File: src/rtl/ukstk_pkg.sv
`timescale 1ns / 1ps
// ----------------------------------------------------------------------------
// ukstk_pkg
// Shared constants, codes and helpers for the unique key stack.
// ----------------------------------------------------------------------------
package ukstk_pkg;

	// storage geometry
	localparam int DEPTH   = 16;
	localparam int ADDR_W  = (DEPTH > 1) ? $clog2(DEPTH) : 1;
	localparam int CNT_W   = $clog2(DEPTH + 1);
	localparam int KEY_W   = 32;
	localparam int VAL_W   = 32;
	localparam int ENTRY_W = KEY_W + VAL_W;

	// field widths
	localparam int FUNC_W   = 2;
	localparam int STATUS_W = 2;
	localparam int COUNT_W  = 5;
	localparam int IN_W     = 72;
	localparam int OUT_W    = 72;

	// operation codes
	localparam logic [FUNC_W-1:0] FUNC_PUSH = 2'd0;
	localparam logic [FUNC_W-1:0] FUNC_POP  = 2'd1;
	localparam logic [FUNC_W-1:0] FUNC_PEEK = 2'd2;

	// status codes
	localparam logic [STATUS_W-1:0] STAT_OK    = 2'd0;
	localparam logic [STATUS_W-1:0] STAT_DUP   = 2'd1;
	localparam logic [STATUS_W-1:0] STAT_UNDER = 2'd2;
	localparam logic [STATUS_W-1:0] STAT_OVER  = 2'd3;

	// one result word before packing, highest bits first
	typedef struct packed {
		logic                is_empty;
		logic [COUNT_W-1:0]  entry_count;
		logic [VAL_W-1:0]    top_value;
		logic [KEY_W-1:0]    top_key;
		logic [STATUS_W-1:0] status;
	} result_t;

	// fill level to the reported count, low bits only
	function automatic logic [COUNT_W-1:0] to_count(input logic [CNT_W-1:0] fill);
		logic [31:0] wide;
		wide = 32'(fill);
		return wide[COUNT_W-1:0];
	endfunction

endpackage

File: src/rtl/ukstk_ram.sv
`timescale 1ns / 1ps
// ----------------------------------------------------------------------------
// ukstk_ram
// Generic single-port-write, single-port-read RAM with registered read data.
// ----------------------------------------------------------------------------
module ukstk_ram #(
	parameter int WIDTH = 8,
	parameter int DEPTH = 16
) (
	input  logic                                    clk,
	input  logic                                    we,
	input  logic [((DEPTH > 1) ? $clog2(DEPTH) : 1)-1:0] waddr,
	input  logic [WIDTH-1:0]                        wdata,
	input  logic                                    re,
	input  logic [((DEPTH > 1) ? $clog2(DEPTH) : 1)-1:0] raddr,
	output logic [WIDTH-1:0]                        rdata
);

	logic [WIDTH-1:0] mem [DEPTH];

	// write port and registered read port
	always_ff @(posedge clk) begin
		if (we) begin
			mem[waddr] <= wdata;
		end
		if (re) begin
			rdata <= mem[raddr];
		end
	end

endmodule

File: src/rtl/unique_key_stack_top.sv
`timescale 1ns / 1ps
// A push waits on the duplicate search, which reads one stored key per cycle from the
// RAM. A pop or peek does one RAM read of the top entry; underflow and the unused code
// make their result without a RAM read.
// One item is worked on at a time; the next word is accepted once the result is
// in the output register.
// Reset (arst_n low) empties the stack at once; the RAM contents are not cleared.
// ----------------------------------------------------------------------------
// unique_key_stack_top
// LIFO stack of key/value pairs held in a RAM, refusing pushes of keys
// already stored, with pop, peek and status reporting.
// ----------------------------------------------------------------------------
module unique_key_stack_top (
	input  logic                     clk,
	input  logic                     arst_n,
	// s_tdata: func[1:0], item_key[33:2], item_value[65:34], zero pad[71:66]
	input  logic                     s_tvalid,
	output logic                     s_tready,
	input  logic [ukstk_pkg::IN_W-1:0]  s_tdata,
	// m_tdata: status[1:0], top_key[33:2], top_value[65:34],
	//          entry_count[70:66], is_empty[71]
	output logic                     m_tvalid,
	input  logic                     m_tready,
	output logic [ukstk_pkg::OUT_W-1:0] m_tdata
);

	import ukstk_pkg::*;

	typedef enum logic [1:0] {
		S_IDLE,
		S_SEARCH,
		S_READ,
		S_EMIT
	} state_t;

	state_t              state_q;
	logic [FUNC_W-1:0]   func_q;
	logic [KEY_W-1:0]    key_q;
	logic [VAL_W-1:0]    value_q;
	logic [CNT_W-1:0]    fill_q;
	logic [CNT_W-1:0]    rd_cnt_q;
	logic                cmp_vld_s1;
	result_t             res_q;
	logic                m_tvalid_q;
	logic [OUT_W-1:0]    m_tdata_q;

	logic                in_fire;
	logic                out_free;
	logic                search_rd;
	logic                key_match;
	logic                ram_we;
	logic                ram_re;
	logic [ADDR_W-1:0]   ram_raddr;
	logic [ENTRY_W-1:0]  ram_rdata;
	logic [FUNC_W-1:0]   in_func;
	logic [KEY_W-1:0]    in_key;
	logic [VAL_W-1:0]    in_value;
	logic [CNT_W-1:0]    fill_dec;
	logic [CNT_W-1:0]    fill_inc;

	// whole result word from status, pair and fill level after the operation
	function automatic result_t make_result(input logic [STATUS_W-1:0] st,
			input logic [KEY_W-1:0] k, input logic [VAL_W-1:0] v,
			input logic [CNT_W-1:0] fill);
		result_t r;
		r.status      = st;
		r.top_key     = k;
		r.top_value   = v;
		r.entry_count = to_count(fill);
		r.is_empty    = (fill == '0);
		return r;
	endfunction

	// input word unpacking
	assign in_func  = s_tdata[FUNC_W-1:0];
	assign in_key   = s_tdata[FUNC_W +: KEY_W];
	assign in_value = s_tdata[FUNC_W + KEY_W +: VAL_W];

	// handshakes
	assign s_tready = (state_q == S_IDLE);
	assign in_fire  = s_tvalid && s_tready;
	assign out_free = !m_tvalid_q || m_tready;
	assign m_tvalid = m_tvalid_q;
	assign m_tdata  = m_tdata_q;

	// search reads one stored key per cycle
	assign search_rd = (state_q == S_SEARCH) && (rd_cnt_q < fill_q);
	assign key_match = cmp_vld_s1 && (ram_rdata[KEY_W-1:0] == key_q);
	assign fill_dec  = fill_q - CNT_W'(1);
	assign fill_inc  = fill_q + CNT_W'(1);

	// read port: search address, or top entry on pop and peek
	always_comb begin
		ram_re    = 1'b0;
		ram_raddr = rd_cnt_q[ADDR_W-1:0];
		if (search_rd) begin
			ram_re = 1'b1;
		end else if (in_fire && (in_func == FUNC_POP || in_func == FUNC_PEEK)) begin
			ram_re    = (fill_q != '0);
			ram_raddr = fill_dec[ADDR_W-1:0];
		end
	end

	// write the new top once the search finds no match and the stack is not full
	assign ram_we = (state_q == S_SEARCH) && !search_rd && !key_match &&
	                (fill_q < CNT_W'(DEPTH));

	ukstk_ram #(
		.WIDTH (ENTRY_W),
		.DEPTH (DEPTH)
	) u_store (
		.clk   (clk),
		.we    (ram_we),
		.waddr (fill_q[ADDR_W-1:0]),
		.wdata ({value_q, key_q}),
		.re    (ram_re),
		.raddr (ram_raddr),
		.rdata (ram_rdata)
	);

	// output valid: set on emit, cleared when the word is taken
	always_ff @(posedge clk or negedge arst_n) begin
		if (!arst_n) begin
			m_tvalid_q <= 1'b0;
		end else if (state_q == S_EMIT && out_free) begin
			m_tvalid_q <= 1'b1;
		end else if (m_tready) begin
			m_tvalid_q <= 1'b0;
		end
	end

	// control state machine and output register
	always_ff @(posedge clk or negedge arst_n) begin
		if (!arst_n) begin
			state_q    <= S_IDLE;
			func_q     <= '0;
			key_q      <= '0;
			value_q    <= '0;
			fill_q     <= '0;
			rd_cnt_q   <= '0;
			cmp_vld_s1 <= 1'b0;
			res_q      <= '0;
			m_tdata_q  <= '0;
		end else begin
			unique case (state_q)
				S_IDLE: begin
					if (in_fire) begin
						func_q     <= in_func;
						key_q      <= in_key;
						value_q    <= in_value;
						rd_cnt_q   <= '0;
						cmp_vld_s1 <= 1'b0;
						if (in_func == FUNC_PUSH) begin
							state_q <= S_SEARCH;
						end else if (in_func == FUNC_POP || in_func == FUNC_PEEK) begin
							if (fill_q == '0) begin
								res_q   <= make_result(STAT_UNDER, '0, '0, fill_q);
								state_q <= S_EMIT;
							end else begin
								state_q <= S_READ;
							end
						end else begin
							// unused code: no change, zero pair
							res_q   <= make_result(STAT_OK, '0, '0, fill_q);
							state_q <= S_EMIT;
						end
					end
				end
				S_SEARCH: begin
					cmp_vld_s1 <= search_rd;
					if (search_rd) begin
						rd_cnt_q <= rd_cnt_q + CNT_W'(1);
					end
					if (key_match) begin
						res_q   <= make_result(STAT_DUP, '0, '0, fill_q);
						state_q <= S_EMIT;
					end else if (!search_rd) begin
						if (fill_q < CNT_W'(DEPTH)) begin
							fill_q <= fill_inc;
							res_q  <= make_result(STAT_OK, '0, '0, fill_inc);
						end else begin
							res_q  <= make_result(STAT_OVER, '0, '0, fill_q);
						end
						state_q <= S_EMIT;
					end
				end
				S_READ: begin
					// top entry is on the read port now
					if (func_q == FUNC_POP) begin
						fill_q <= fill_dec;
						res_q  <= make_result(STAT_OK, ram_rdata[KEY_W-1:0],
							ram_rdata[ENTRY_W-1:KEY_W], fill_dec);
					end else begin
						res_q  <= make_result(STAT_OK, ram_rdata[KEY_W-1:0],
							ram_rdata[ENTRY_W-1:KEY_W], fill_q);
					end
					state_q <= S_EMIT;
				end
				S_EMIT: begin
					if (out_free) begin
						m_tdata_q <= res_q;
						state_q   <= S_IDLE;
					end
				end
				default: begin
					state_q <= S_IDLE;
				end
			endcase
		end
	end

endmodule
File: config.mk
export PLATFORM = sky130hd
export DESIGN_NAME = unique_key_stack_top
export DESIGN_NICKNAME = d
export VERILOG_FILES = /design/src/rtl/ukstk_pkg.sv /design/src/rtl/ukstk_ram.sv /design/src/rtl/unique_key_stack_top.sv
export SDC_FILE = /design/constraint.sdc
export NUM_CORES = 2
export LEC_CHECK = 0
export ABC_AREA = 1
export BUFFER_PORTS_ARGS = -buffer_cell sky130_fd_sc_hd__buf_2
export CAP_MARGIN = 40
export CORE_ASPECT_RATIO = 0.9
export CORE_UTILIZATION = 43
export DETAILED_ROUTE_END_ITERATION = 7
export GPL_TIMING_DRIVEN = 0
export HOLD_SLACK_MARGIN = 0.08
export PLACE_DENSITY = 0.71
export SETUP_SLACK_MARGIN = 0.02
export SLEW_MARGIN = 20
export SYNTH_ARGS = -nofsm -noshare
export SYNTH_HDL_FRONTEND = slang
export SYNTH_SLANG_ARGS = --single-unit
File: constraint.sdc
create_clock -name clk -period 15.4 [get_ports clk]
set_input_delay 3.08 -clock clk [delete_from_list [all_inputs] [get_ports clk]]
set_output_delay 3.08 -clock clk [all_outputs]
set_load 0.05 [all_outputs]
==> out/qor.csv <==
metric;value;unit
outcome;completed;
initial_utilization;43.5;%
ctsResizeCount;0;
finalSetupViolCount;0;
slew_headroom;38.9;%
ys_warn_count;0;
crit_arrival;6.26;ns
synthesis.area;55400;um^2
fp.coreArea;127000;um^2
cp_max_fo;10;
placed_area;59800;um^2
drc;0;
required;15.97;ns
grt_max_degree;93;
area_delta_synth_final;15.9;%
ant_nets;0;
postLayoutCellArea;64200;um^2
postCtsSetupRepairBufs;0;
syn_inst;5212;
clockBufferDepth;3;
hold_buffers;0;
drt_iter0_markers;6448;
ys_types;39;
htreeDepth;4;
end_kind;register;
hp-class;register to register;
worstSetupPathType;input pin to register;
ios;150;
antenna_found_initial;11;
synth-edff-count;1088;
num_rows;124;
cts-root-buf;clkbuf_16;
hold_viol;0;
die_y;343;um
fin_crit_sh;36.9;%
final_cells;7392;
cp_slowest_cell;clkbuf_1;
vias_per_cell;5.62;
cp_common_cell;nand2_1;
place_inst;7139;
fin_nets;5672;
cp-start-kind;input pin;
grt_pass1_wl;255;mm
grt_overflow;0;
yosysSeqAreaShare;69.1;%
vias;41500;
drive_gt1_share;11.6;%
fmax;176;MHz
io_buffers;143;
ys.flop_type;edfxtp_1;
dpl.hpwl;120;mm
clk_pin_slew;0.06;ns
wire_per_inst;23.7;um
cts_made_buffers;135;
hold_slack;0.478;ns
layout_commonest_cell;nand2_1;
tightest_slew;0.917;ns
gp_congestion;0.903;
track_usage;26.6;%
tns;0;ns
cts_tree;done;
postSynthAreaPerCell;10.6;um^2
worstPathCellList;buf_2, nand2_2, inv_2, nand2_2, nand2_1, o21ai_0, nand2_1, nand2_1, clkbuf_1, buf_2, nand2_1, nand3_1, nand3_1, nand2_1;
first_pass_iters;8;
wl;175;mm
drv_slew;0;
async_flop_share;17.1;%
drv_cap;0;
slowest_delay;0.71;ns
final_cell_mix;1,740 x nand2_1, 1,088 x edfxtp_1, 1,050 x nand3_1, 369 x inv_1, 334 x buf_2;
synth_seq_cells;1312;
die_w;380;um
clk_latency;0.76;ns
clock_skew;0.0272;ns
cts.sink_count;1312;
synth_nets;5305;
fin_crit;5.69;ns
rsz0062_at_grt;no;
grt_pass1_vias;39500;
die_area;130000;um^2
==> metrics by stage <==
step,utilization (%),setup WS [ns]
after global placement,45.7,2.36
after floorplan,-,6.77
after CTS,50.4,9.82
final,50.4,9.71
after detailed placement,46.9,9.08
after global routing,50.4,9.68
==> state kept, by name, summed over array words and instances, names as in the netlist, 2 cells and up <==
name,count
func_q,2
u_store.mem,1024
res_q,72
m_tdata,72
fill_q,5
value_q,32
u_store.rdata,64
key_q,32
rd_cnt_q,5
state_q,2
==> worst max-delay path: cells and delay by family <==
kind	cells	cell delay (ns)
AOI/OAI and AO/OA	1	0.07
buffers and inverters	4	1.43
and+or+nand+nor	9	1.64
==> path summary, 6_finish.rpt <==
path	cells past startpoint	to	slack, ns	from
max reg2reg	16	u_store.mem[7][47]	10.99	key_q[31]
max in group asynchronous	2	m_tdata[33]	12.20	arst_n
min reg2reg	2	m_tdata[7]	0.48	m_tdata[7]
min in group asynchronous	1	m_tdata[63]	2.28	arst_n
max	14	u_store.rdata[53]	9.71	s_tvalid
min	2	m_tdata[7]	0.48	m_tdata[7]
==> cell families after synthesis <==
| family | after synthesis | share of synthesized area, % |
|---|---|---|
| AOI/OAI and AO/OA | 211 | 1.97 |
| xor gates and xnor gates | 13 | 0.206 |
| adders and majority gates | 17 | 0.384 |
| buffers and inverters | 698 | 5.24 |
| DFF | 1312 | 69.1 |
| muxes | 7 | 0.142 |
| and+or+nand+nor | 2954 | 23.0 |
==> layer usage <==
layer / part of all wire [%] / vias up / GRT usage (%)
met3: 14 / 367 / 7.11
met5: 0.0069 / - / 0
met1: 38 / 19900 / 36.4
met2: 44 / 2817 / 39.9
li1: - / 18400 / -
met4: 4.1 / 2 / 11.5
==> cells in the mapped netlist, drive strengths merged, types with 7 or more instances <==
| cell | instances | area, um^2 |
|---|---|---|
| nand2 | 1744 | 6570 |
| edfxtp | 1088 | 32700 |
| nand3 | 1051 | 5270 |
| inv | 375 | 1410 |
| buf | 233 | 1160 |
| dfrtp | 224 | 5610 |
| o21ai | 187 | 940 |
| clkbuf | 90 | 338 |
| nor2 | 75 | 282 |
| nand3b | 64 | 480 |
| ha | 17 | 213 |
| a21oi | 14 | 73.8 |
| nor3 | 9 | 50.1 |
| mux2 | 7 | 78.8 |
| xnor2 | 7 | 61.3 |
==> final cells by class <==
cell class	instances	area, um^2
clock buffers	197	3850
clock inverters	48	507
diodes	4	10.0
well taps	1701	2130
plain buffers	323	1500
flip-flops and latches	1312	38300
repair buffers	230	2180
multi-input cells	3202	14300
fillers	11000	63200
inverters	375	1410
Power is not shown: default switching activity piles up to over one toggle a cycle in this logic, so the estimate is an artifact.
